File: src/rtl/smsd_ram.sv
// ----------------------------------------------------------------------------
// smsd_ram: generic simple dual-port RAM
// One write port and one read port, read data registered.
// ----------------------------------------------------------------------------
module smsd_ram #(
    parameter int WIDTH = 8,
    parameter int DEPTH = 256
) (
    input  logic                     aclk,
    input  logic                     we,
    input  logic [$clog2(DEPTH)-1:0] waddr,
    input  logic [WIDTH-1:0]         wdata,
    input  logic [$clog2(DEPTH)-1:0] raddr,
    output logic [WIDTH-1:0]         rdata
);

    logic [WIDTH-1:0] mem [DEPTH];
    logic [WIDTH-1:0] rdata_reg;

    // Write port
    always_ff @(posedge aclk) begin
        if (we) begin
            mem[waddr] <= wdata;
        end
    end

    // Registered read port
    always_ff @(posedge aclk) begin
        rdata_reg <= mem[raddr];
    end

    assign rdata = rdata_reg;

endmodule

File: config.mk
export PLATFORM = sky130hd
export DESIGN_NAME = smsd_ram
export DESIGN_NICKNAME = d
export VERILOG_FILES = /design/src/rtl/smsd_ram.sv
export SDC_FILE = /design/constraint.sdc
export NUM_CORES = 2
export LEC_CHECK = 0
export BUFFER_PORTS_ARGS = -buffer_cell sky130_fd_sc_hd__buf_2
export CAP_MARGIN = 20
export CORE_MARGIN = 8
export CORE_UTILIZATION = 51
export DETAILED_ROUTE_END_ITERATION = 10
export PLACE_DENSITY = 0.66
export SLEW_MARGIN = 20
export SYNTH_ARGS = -nofsm -noshare
export SYNTH_HDL_FRONTEND = slang
export SYNTH_SLANG_ARGS = --single-unit
File: constraint.sdc
create_clock -name aclk -period 3.1 [get_ports aclk]
set_clock_uncertainty 0.15 [all_clocks]
set_input_delay 0.31 -clock aclk [delete_from_list [all_inputs] [get_ports aclk]]
set_output_delay 0.31 -clock aclk [all_outputs]
set_load 0.03 [all_outputs]
After elaboration in Yosys (flattened, before gate mapping)
Memories as Yosys holds them, arrays and structs flattened. A register that Yosys moved wholly into a read port is not among the register bits.
Cells that the tools add are included.
{"block": "totals", "input_bits": 26, "out_inout_bits": 8, "wordCells": 3, "n_memories": 1, "regBits": 0, "mem_bits_rw": 2048}
{"name": "mem", "words": 256, "width": 8, "read_ports": 1, "rd_clocked_by_memory_dff": 1, "wr": 1, "line": "17", "rtl": "logic [WIDTH-1:0] mem [DEPTH];"}
{"block": "op_classes", "n_mux": 2}
{"cell": "$mux W1", "n": 2}

Depth between registers and ports, before layout
{"block": "logic_depth", "word_depth": 2, "depth_mapped": 11, "ltp_nobuf": 6}

Worst setup path before layout
No wires, ideal clock.
{"block": "synth_path", "kind": "input-to-reg", "start": "in raddr[0]", "end": "reg rdata_reg[2], in the netlist rdata[2], read port of mem", "required_time_ns": 2.819, "path_buffers": 4, "slack_ns": 0.702, "setup_time_ns": 0.131, "cell_stages": 9, "arrival_ns": 2.117, "cell_sequence": "buf_6 -> buf_12 -> buf_8 -> buf_2 -> mux4_2 -> a22oi_1 -> a21oi_1 -> nor4_1 -> nor4_2"}
{"element": "start, declared", "line": "13", "rtl": "input logic [$clog2(DEPTH)-1:0] raddr,"}
{"element": "end, declared", "line": "18", "rtl": "logic [WIDTH-1:0] rdata_reg;"}

==> flow_summary.json <==
{
  "syn2layout_area_growth_pct": 16.2,
  "synth-async-reset-ratio_pct": 0,
  "vias_per_cell": 6.15,
  "cts.sink_count": 2056,
  "synth_cell_types": 55,
  "nFillCells": 11100,
  "rsz0062_at_grt": "no",
  "dp_hpwl_mm": 124,
  "gr-usage-all-layers_pct": 23.0,
  "antenna_found_initial": 7,
  "rows": 145,
  "arrival_ns": 3.51,
  "fin_tns_setup_ns": 0,
  "final_common_cell": "edfxtp_1",
  "grt_max_degree": 97,
  "drive_gt1_share_pct": 30.0,
  "cts.clk_slew.worst_paths_ns": 0.06,
  "status": "finished, final reports clean",
  "wl_mm": 196,
  "clk_latency_ns": 0.84,
  "syn_avg_cell_area_um2": 21.3,
  "hold_path_class": "primary input to register",
  "slew_headroom_pct": 20.3,
  "ios": 34,
  "synth_fp_nets": 3759,
  "yosys.area_share.simple_pct": 2.63,
  "start_kind": "register",
  "dieHeight_um": 411,
  "period_share_pct": 94.7,
  "cap_viol_max_count": 0,
  "p_seq_share_pct": 53.2,
  "start_util_pct": 51.1,
  "fp.dieArea_um2": 169000,
  "design.core.area_um2": 156000,
  "layout_min_cycle_time_ns": 2.94,
  "hold_viol_final": 0,
  "clkPwrFrac_pct": 41.5,
  "synth-xor-area-share_pct": 0,
  "netlist_area_um2": 79600,
  "crit_start": "mem[130][1]",
  "tritoncts": "done",
  "wl_per_cell_um": 30.1,
  "total_power_uw": 57700,
  "synth-seq-cells": 2056,
  "final_cell_mix": "edfxtp_1 (2048), buf_4 (485), mux4_2 (454)",
  "p_comb_share_pct": 5.3,
  "ctsLongestPathBuffers": 3,
  "ys.flop_type": "edfxtp_1",
  "synth_edf_count": 2048,
  "syn_inst": 3733,
  "muxShareOfSynthArea_pct": 14.6,
  "rrSetupSlack_ns": 0.16,
  "place_congestion": 0.856,
  "swShare_pct": 21.2,
  "grt_pass1_vias": 40200,
  "route.detailed.drc": 0,
  "hp-start": "waddr[0]",
  "r2r_end": "rdata[1]",
  "grt_remaining_overflow": 0,
  "end_kind": "register",
  "synth_top_family_by_area": "multiplexers",
  "portBuffers": 33,
  "grt_first_pass_wirelength_mm": 282,
  "seq_area_frac_synth_pct": 77.5,
  "worst_slew_pin_slew_ns": 1.18,
  "r2r_cells": 8,
  "firstDrtPassIters": 6,
  "drtIter0Drc": 4594,
  "leakage_uw": 0.0297,
  "holdWs_ns": 0.0855,
  "drv_slew": 0,
  "crit_required_ns": 3.67,
  "path_max_fanout": 1,
  "synth_adder_area_share_pct": 0,
  "final_nets": 4315,
  "h-tree-depth": 4,
  "synth_warnings": 0,
  "die_w_um": 411,
  "reg2reg_from": "mem[130][1]",
  "ir_drop_mv": 0.644,
  "p_sw_uw": 12200,
  "critPathCapture": "rdata[1]",
  "setup_viol": 0,
  "worst-setup-path-type": "register to register",
  "synth-compound-area-share_pct": 3.42,
  "fin_area_um2": 92400,
  "cts_buffers": 198,
  "fmax_mhz": 341,
  "dr_total_vias": 40000,
  "largest_register_ffs": 2048,
  "antenna_left": 0,
  "dpl_cell_area_um2": 85900,
  "root_buffer": "clkbuf_16",
  "intPower_uw": 45500,
  "power_density_nw_per_um2": 625,
  "min_path_cells": 4
}
worst min-delay path by stage:
stage | to
floorplan | mem[0][0]
global route | mem[163][6]
detailed placement | mem[224][4]
finish | mem[163][6]
global placement | mem[227][4]
CTS | mem[167][3]
power groups by stage:
stage               combinational [uW]  sequential, uW  clock (uW)
global route                      3210           30700       25300
detailed placement                3050           31300           0
floorplan                         1490           31300           0
finish                            3060           30700       24000
global placement                  3000           31300           0
CTS                               3070           30700       24300
logic make-up (layout without fill, tap and decap cells):
kind of cell	Yosys count	after routing
mux	591	591
other cells	0	2
compound gates	385	385
simple gates	466	466
flops	2056	2056
buf+inv	235	952
layer usage:
metal / vias up / wire [um] / global-route usage, %
li1: 16800 / - / -
met1: 20900 / 76800 / 31.9
met2: 1958 / 92900 / 36.1
met3: 323 / 20200 / 6.22
met4: 4 / 6180 / 7.20
met5: - / 27 / 0
worst max-delay path: stages, from the launching register on:
cell and delay, ns:
edfxtp_1 0.37, mux4_1 0.56, mux4_2 0.54, nor2_1 0.19
a2111oi_1 0.09, buf_4 0.17, nor3_1 0.51, buf_4 0.21
nor4_1 0.04
synth_stat cells (all sizes together) (6+ instances only):
cell type,count,area [um^2]
nand3,34,170
nand4,10,62.6
nand2b,8,50.1
nor3,22,110
nand2,33,124
a21oi,96,480
o221ai,47,418
clkbuf,111,417
dfxtp,8,160
buf,122,1030
mux2i,134,1340
a211oi,16,120
and2,6,37.5
edfxtp,2048,61500
nor2b,31,194
a22o,8,70.1
a221oi,14,129
o21ai,12,60.1
nor2,282,1060
o211ai,10,75.1
mux4,456,10300
o22ai,28,175
nor4,27,188
a22oi,133,998
stage by stage:
| stage | cells | setup slack, ns | util (%) |
|---|---|---|---|
| floorplan | 3733 | 0.702 | - |
| global placement | 6136 | -0.804 | 55.2 |
| detailed placement | 6136 | -0.826 | 55.2 |
| CTS | 6508 | 0.141 | 59.4 |
| global route | 6508 | 0.148 | 59.4 |
| finish | 6510 | 0.165 | 59.4 |
final cells by class:
| class | instances | area [um^2] | area share (%) |
|---|---|---|---|
| Multi-Input combinational cell | 1442 | 16500 | 17.9 |
| Inverter | 2 | 7.51 | 0.00812 |
| Tap cell | 2058 | 2570 | 2.79 |
| Clock buffer | 245 | 5170 | 5.60 |
| Sequential cell | 2056 | 61700 | 66.7 |
| Timing Repair Buffer | 589 | 5230 | 5.66 |
| Antenna cell | 2 | 5.00 | 0.00542 |
| Clock inverter | 116 | 1260 | 1.36 |
what timing repair did:
action	in CTS	in global routing
endpoints found under the hold margin	669	0
setup endpoints to repair	2	0
resized for setup	2	0
hold buffers	11	0
buffers inserted	0	0
No activity file was read; power rests on OpenSTA's default activity.
