[src/rtl/smsd_pkg.sv]
// ----------------------------------------------------------------------------
// smsd_pkg: shared types and constants for the sliding median spike detector
// Widths, window limits, register map, sequencer states and the control
// bundle that drives the median scan unit.
// ----------------------------------------------------------------------------
package smsd_pkg;

    // Window and histogram geometry
    localparam int WINDOW_MAX = 1024;
    localparam int VALUE_BINS = 256;
    localparam int SAMPLE_W   = 8;
    localparam int COUNT_W    = 11;
    localparam int LEN_W      = 11;
    localparam int PTR_W      = $clog2(WINDOW_MAX);
    localparam int BIN_W      = $clog2(VALUE_BINS);
    localparam int CUM_W      = 12;
    localparam int DMED_W     = 9;
    localparam int TOTAL_W    = 32;

    // Packed stream widths
    localparam int S_TDATA_W  = 8;
    localparam int M_TDATA_W  = 48;
    localparam int M_USED_W   = 1 + DMED_W + TOTAL_W;

    // Register map
    localparam int PADDR_W    = 3;
    localparam logic REG_WINDOW_LEN = 1'b0;

    // Sequencer states
    typedef enum logic [8:0] {
        ST_IDLE   = 9'b000000001,
        ST_SCAN   = 9'b000000010,
        ST_OLD_RD = 9'b000000100,
        ST_OLD_WR = 9'b000001000,
        ST_NEW_RD = 9'b000010000,
        ST_NEW_WR = 9'b000100000,
        ST_DONE   = 9'b001000000,
        ST_SPARE0 = 9'b010000000,
        ST_SPARE1 = 9'b100000000
    } seq_state_t;

    // Control bundle into the median scan unit
    typedef struct packed {
        logic             start;
        logic             step;
        logic [BIN_W-1:0] bin;
    } scan_ctrl_t;

    // Clamp the programmed length to the supported window range
    function automatic logic [LEN_W-1:0] active_len(input logic [LEN_W-1:0] wl);
        logic [LEN_W-1:0] len;
        len = wl;
        if (wl == '0) begin
            len = LEN_W'(1);
        end else if (wl > LEN_W'(WINDOW_MAX)) begin
            len = LEN_W'(WINDOW_MAX);
        end
        return len;
    endfunction

endpackage

[src/rtl/smsd_median.sv]
// ----------------------------------------------------------------------------
// smsd_median: cumulative histogram scan unit
// Accumulates one bin count per step and latches the bins where the running
// sum first reaches the lower and upper middle ranks of the window.
// ----------------------------------------------------------------------------
module smsd_median (
    input  logic                          aclk,
    input  logic                          aresetn,
    input  smsd_pkg::scan_ctrl_t          ctrl,
    input  logic [smsd_pkg::COUNT_W-1:0]  bin_count,
    input  logic [smsd_pkg::LEN_W-1:0]    win_len,
    output logic [smsd_pkg::DMED_W-1:0]   doubled_median
);

    logic [smsd_pkg::CUM_W-1:0] cum_reg, cum_next;
    logic [smsd_pkg::BIN_W-1:0] lo_reg, lo_next;
    logic [smsd_pkg::BIN_W-1:0] up_reg, up_next;
    logic                       got_lo_reg, got_lo_next;
    logic                       got_up_reg, got_up_next;
    logic [smsd_pkg::CUM_W-1:0] half;
    logic [smsd_pkg::CUM_W-1:0] lo_target;
    logic [smsd_pkg::CUM_W-1:0] up_target;
    logic [smsd_pkg::CUM_W-1:0] cum_sum;

    // Middle ranks: odd windows share one rank, even windows take two
    assign half      = smsd_pkg::CUM_W'(win_len >> 1);
    assign up_target = half + smsd_pkg::CUM_W'(1);
    assign lo_target = win_len[0] ? up_target : half;
    assign cum_sum   = cum_reg + smsd_pkg::CUM_W'(bin_count);

    // Advance the running sum and catch the rank crossings
    always_comb begin
        cum_next    = cum_reg;
        lo_next     = lo_reg;
        up_next     = up_reg;
        got_lo_next = got_lo_reg;
        got_up_next = got_up_reg;
        if (ctrl.start) begin
            cum_next    = '0;
            lo_next     = '0;
            up_next     = '0;
            got_lo_next = 1'b0;
            got_up_next = 1'b0;
        end else if (ctrl.step) begin
            cum_next = cum_sum;
            if (!got_lo_reg && cum_sum >= lo_target) begin
                lo_next     = ctrl.bin;
                got_lo_next = 1'b1;
            end
            if (!got_up_reg && cum_sum >= up_target) begin
                up_next     = ctrl.bin;
                got_up_next = 1'b1;
            end
        end
    end

    always_ff @(posedge aclk) begin
        if (!aresetn) begin
            got_lo_reg <= 1'b0;
            got_up_reg <= 1'b0;
        end else begin
            got_lo_reg <= got_lo_next;
            got_up_reg <= got_up_next;
        end
        cum_reg <= cum_next;
        lo_reg  <= lo_next;
        up_reg  <= up_next;
    end

    assign doubled_median = smsd_pkg::DMED_W'(lo_reg) + smsd_pkg::DMED_W'(up_reg);

endmodule

[config.mk]
export PLATFORM = sky130hd
export DESIGN_NAME = smsd_median
export DESIGN_NICKNAME = d
export VERILOG_FILES = /design/src/rtl/smsd_pkg.sv /design/src/rtl/smsd_median.sv
export SDC_FILE = /design/constraint.sdc
export NUM_CORES = 1
export LEC_CHECK = 0
export BUFFER_PORTS_ARGS = -buffer_cell sky130_fd_sc_hd__buf_2
export CORE_UTILIZATION = 57
export DETAILED_ROUTE_END_ITERATION = 10
export PLACE_DENSITY_LB_ADDON = 0.08
export SYNTH_ARGS = -nofsm -noshare
export SYNTH_HDL_FRONTEND = slang
export SYNTH_SLANG_ARGS = --single-unit
[constraint.sdc]
create_clock -name aclk -period 4.1 [get_ports aclk]
set_clock_uncertainty 0.2 [all_clocks]
set_input_delay 0.82 -clock aclk [delete_from_list [all_inputs] [get_ports aclk]]
set_output_delay 0.82 -clock aclk [all_outputs]
set_load 0.01 [all_outputs]
Yosys cells after proc, flatten, opt, wreduce, memory -nomap -nowiden
Index checks and enable logic that the tools add are counted.
{"block": "totals", "wordCells": 19, "in_bits": 34, "latchBits": 0, "reg_bits": 30, "out_inout_bits": 9, "romBits": 0, "memories": 0, "mem_bits_rw": 0}
{"block": "classes", "n_mul": 0, "n_eq_ne": 0, "shift": 0, "n_lt_le_gt_ge": 2, "n_reduce_logical": 7, "bitwise": 1, "n_mux": 1, "n_div": 0, "n_addsub": 3}
{"op": "$ge 12x11->1", "count": 2}
{"op": "$add 12x11->12", "count": 1}
{"op": "$add 10x1->11 const B", "count": 1}
{"op": "$mux 11", "count": 1}
{"op": "$add 8x8->9", "count": 1}
{"op": "$reduce_and 2->1", "count": 2}
{"op": "$logic_and 1x1->1", "count": 2}
{"op": "$logic_not 1->1", "count": 2}
{"op": "$reduce_or 2->1", "count": 1}
{"op": "$not 1->1", "count": 1}

Longest topological paths before layout
{"block": "depth", "word_depth": 5, "depth_mapped": 17, "ltp_nobuf": 16}

Worst setup path before layout
OpenSTA, ideal clock, no wires.
{"block": "synth_timing", "path_type": "input port to flip-flop", "start": "input port bin_count[0] (netlist name)", "end": "register up_reg[1] (netlist name)", "path_buffers": 1, "cell_stages": 16, "arrival_time_ns": 3.560, "slack_ns": 0.218, "setup_ns": 0.122, "required_time_ns": 3.778, "path_cell_list": "ha_1 -> inv_1 -> fa_1 -> nor2b_1 -> o31a_1 -> o2111ai_1 -> nand2_1 -> xor2_1 -> ha_1 -> a2111oi_0 -> o21ai_0 -> a21oi_1 -> o21bai_1 -> o311ai_4 -> buf_6 -> o21ai_0"}
{"block": "synth_via", "elab_chain_cells": 4}
{"element": "from (decl)", "line": "smsd_median.sv:10", "rtl": "input logic [smsd_pkg::COUNT_W-1:0] bin_count,"}
{"element": "$add 12x11->12", "line": "smsd_median.sv:29", "rtl": "assign cum_sum = cum_reg + smsd_pkg::CUM_W'(bin_count);"}
{"element": "via cum_sum, one bit", "line": "smsd_median.sv:23", "rtl": "logic [smsd_pkg::CUM_W-1:0] cum_sum;"}
{"element": "$ge 12x11->1", "line": "smsd_median.sv:50", "rtl": "if (!got_up_reg && cum_sum >= up_target) begin"}
{"element": "$logic_and 1x1->1", "line": "smsd_median.sv:50"}
{"element": "$reduce_and 2->1 (no line)"}
{"element": "to (signal assigned)", "line": "smsd_median.sv:67", "rtl": "up_reg <= up_next;"}
{"element": "to (decl)", "line": "smsd_median.sv:17", "rtl": "logic [smsd_pkg::BIN_W-1:0] up_reg, up_next;"}
The timed path passes the listed nets, and every way through them passes these cells.
A chain may end at the register's enable or synchronous reset.

Final worst setup path
{"block": "layout_timing", "start": "input port bin_count[1] (netlist name)", "end": "register lo_reg[3] (netlist name)"}
{"block": "layout_via", "elab_chain_cells": 4}
{"element": "$add 12x11->12", "line": "smsd_median.sv:29"}
{"element": "via cum_sum, one bit", "line": "smsd_median.sv:23"}
{"element": "$ge 12x11->1", "line": "smsd_median.sv:46", "rtl": "if (!got_lo_reg && cum_sum >= lo_target) begin"}
{"element": "$logic_and 1x1->1", "line": "smsd_median.sv:46"}
{"element": "$reduce_and 2->1 (no line)"}
{"element": "to (signal assigned)", "line": "smsd_median.sv:66", "rtl": "lo_reg <= lo_next;"}
{"element": "to (decl)", "line": "smsd_median.sv:16", "rtl": "logic [smsd_pkg::BIN_W-1:0] lo_reg, lo_next;"}
The timed path passes the listed nets, and every way through them passes these cells.

==> results.sh <==
export IMPL_start_kind="primary input"
export IMPL_vias=2208
export IMPL_nNetsFinal=429
export IMPL_via_per_inst=5.48
export IMPL_grt_max_degree=38
export IMPL_synthArstFlopShare_pct=0
export IMPL_power_leakage_nw=1.49
export IMPL_worst_hold_slack_ps=272
export IMPL_htree_levels=2
export IMPL_relSlewSlack_pct=63.8
export IMPL_maxCapViolations=0
export IMPL_portBuffers=42
export IMPL_ys_ff_latch=30
export IMPL_netlist_area_sq_mm=0.00265
export IMPL_switchingPower_mw=0.456
export IMPL_synth_edff_count=0
export IMPL_drv_slew=0
export IMPL_use_met2_pct=39.5
export IMPL_setup_viol=0
export IMPL_synth_warning_count=0
export IMPL_min_path_type="register to register"
export IMPL_clk_latency_ps=280
export IMPL_period_share_pct=94.3
export IMPL_routed_wl_um=4780
export IMPL_ant_nets=0
export IMPL_crit_type="primary input to register"
export IMPL_layout_common_cells="ha_1 (42), buf_2 (42), dfxtp_1 (30)"
export IMPL_combPwrFrac_pct=51.8
export IMPL_dr_pass1_iters=4
export IMPL_start_util_pct=60.1
export IMPL_fmax_mhz=259
export IMPL_p_int_mw=0.759
export IMPL_pre_cts_ws_ps=-174
export IMPL_rsz0062_at_grt="no"
export IMPL_grt_use_met1_pct=24.6
export IMPL_outcome="finished clean"
export IMPL_cts_buffer_depth=2
export IMPL_final_hold_violation_count=0
export IMPL_fin_crit_ps=3870
export IMPL_n_fill_cell=390
export IMPL_seqPwrFrac_pct=30.0
export IMPL_grtUsageMet3_pct=3.17
export IMPL_grt_overflow=0
export IMPL_tightest_slew_ps=543
export IMPL_switching_share_pct=37.5
export IMPL_p_per_area_mw_per_mm2=396
export IMPL_rows=24
export IMPL_largest_register_ffs=12
export IMPL_grt_pass1_vias=2118
export IMPL_grt_busiest_layer="met2"
export IMPL_syn_area_per_cell_sq_um=8.79
export IMPL_grt_antenna_before_repair=0
export IMPL_setup_ws_ps=234
export IMPL_ys_flop_type="dfxtp_1"
export IMPL_avgRoutedWirePerCell_um=11.9
export IMPL_die_h_um=70.2
export IMPL_syn_nets=380
export IMPL_worstPathMaxFanout=9
export IMPL_cp_data_required_time_ps=4100
export IMPL_gp_congestion=0.835
export IMPL_cts_root_buf="clkbuf_8"
export IMPL_dp_hpwl_um=3870
export IMPL_synth_distinct_cells=44
export IMPL_die_area_sq_mm=0.00493
export IMPL_clkTransAtPathRegs_ps=60
export IMPL_die_w_um=70.2
export IMPL_synthCells=302
export IMPL_ctsHoldBuffers=0
export IMPL_critical_path_arrival_ps=3870
export IMPL_drc=0
export IMPL_grt_first_pass_wirelength_um=8640
export IMPL_end_kind="register"
export IMPL_ios=43
export IMPL_area_growth_pct=15.5
export IMPL_yosysSeqAreaShare_pct=22.6
export IMPL_fin_setup_tns_ps=0
export IMPL_grt_usage_pct=21.5
export IMPL_cts_tree="yes"
export IMPL_cts_buffers=5
export IMPL_cts_sinks=30
export IMPL_drive_gt1_share_pct=19.4
export IMPL_first_iter_violations=61
export IMPL_core_area_sq_mm=0.00441
export IMPL_diodes=0
export IMPL_pwr_share_clk_pct=18.2
export IMPL_ir_drop_v=0.000182
## metrics by stage
stage               instance area [sq um]  cells  utilization [%]  power (mW)
floorplan                            2650    302                -       0.811
global placement                     2960    396             67.1       0.967
detailed placement                   2960    396             67.1       0.979
CTS                                  3040    403             68.9        1.21
global route                         3060    403             69.4        1.33
finish                               3060    403             69.4        1.21
## Yosys cell counts, types with 2 or more instances
cell / instances / area [sq um]
xnor2_1: 15 / 131
nand3_1: 4 / 20.0
and3_1: 6 / 37.5
a211o_1: 2 / 17.5
clkbuf_1: 6 / 22.5
a2111oi_0: 2 / 17.5
dfxtp_1: 30 / 601
nand2b_1: 21 / 131
ha_1: 42 / 526
o21bai_1: 2 / 15.0
fa_1: 2 / 40.0
nand3b_1: 7 / 52.6
a21oi_1: 20 / 100
o21ai_0: 19 / 95.1
a21o_1: 5 / 37.5
a211oi_1: 2 / 15.0
buf_6: 2 / 22.5
o211ai_1: 4 / 30.0
o21a_1: 6 / 45.0
inv_1: 14 / 52.6
nor2_1: 18 / 67.6
nand2_1: 16 / 60.1
nand4_1: 2 / 12.5
nor2b_1: 4 / 25.0
mux2i_1: 18 / 180
xor2_1: 15 / 131
## critical path: stages
cell	delay, ps
buf_2	110
ha_1	290
a211oi_1	320
o21ai_1	150
a31oi_1	230
xnor2_1	120
buf_4	150
ha_1	320
a2111oi_2	300
o21ai_1	100
a21oi_1	170
o21bai_1	140
o311ai_2	250
buf_6	200
mux2i_1	190
## layer usage
metal / vias to the layer above / part of all wire, %
met5: - / 0
met4: 0 / 1.9
met3: 8 / 2.2
met2: 35 / 50
met1: 987 / 46
li1: 1178 / -
## final timing paths
check / startpoint / endpoint / slack [ps] / cells after the start
setup / recovery: bin_count[1] / lo_reg[3]$_SDFFE_PP0P_ / 230 / 15
hold / removal: got_lo_reg$_SDFFE_PP0P_ / got_lo_reg$_SDFFE_PP0P_ / 270 / 2
setup reg to reg: cum_reg[0]$_SDFFE_PP0P_ / lo_reg[3]$_SDFFE_PP0P_ / 530 / 16
hold reg to reg: got_lo_reg$_SDFFE_PP0P_ / got_lo_reg$_SDFFE_PP0P_ / 270 / 2
## final cells by class
class	count	area (sq um)	area share, %
Tap cell	52	65.1	2.12
Inverter	14	52.6	1.71
Clock inverter	2	10.0	0.327
Timing Repair Buffer	52	302	9.84
Multi-Input combinational cell	248	1970	64.1
Clock buffer	5	68.8	2.25
Sequential cell	30	601	19.6
## repair_timing
item,4_1_cts,5_1_grt
endpoints found under the setup margin,0,18
gates resized for setup,0,9
setup buffers,0,0
## cells by family (layout without fill, tap and decap cells)
logic type               count (synthesis)  in the layout  synth area share [%]
buffers and inverters                   24             73                  4.01
adder cells (fa/ha/maj)                 44             44                  21.3
AO/OA/AOI/OAI                           71             71                  17.7
multiplexers                            18             18                  6.79
flip-flops                              30             30                  22.6
AND/OR/NAND/NOR                         85             85                  17.7
XOR/XNOR                                30             30                  9.90
## power groups by stage
stage / Combinational, mW / Clock, mW / Sequential [mW]
floorplan: 0.447 / 0 / 0.364
global placement: 0.597 / 0 / 0.370
detailed placement: 0.608 / 0 / 0.371
CTS: 0.613 / 0.230 / 0.365
global route: 0.717 / 0.241 / 0.370
finish: 0.629 / 0.221 / 0.365
(Power assumes the default switching activity.)
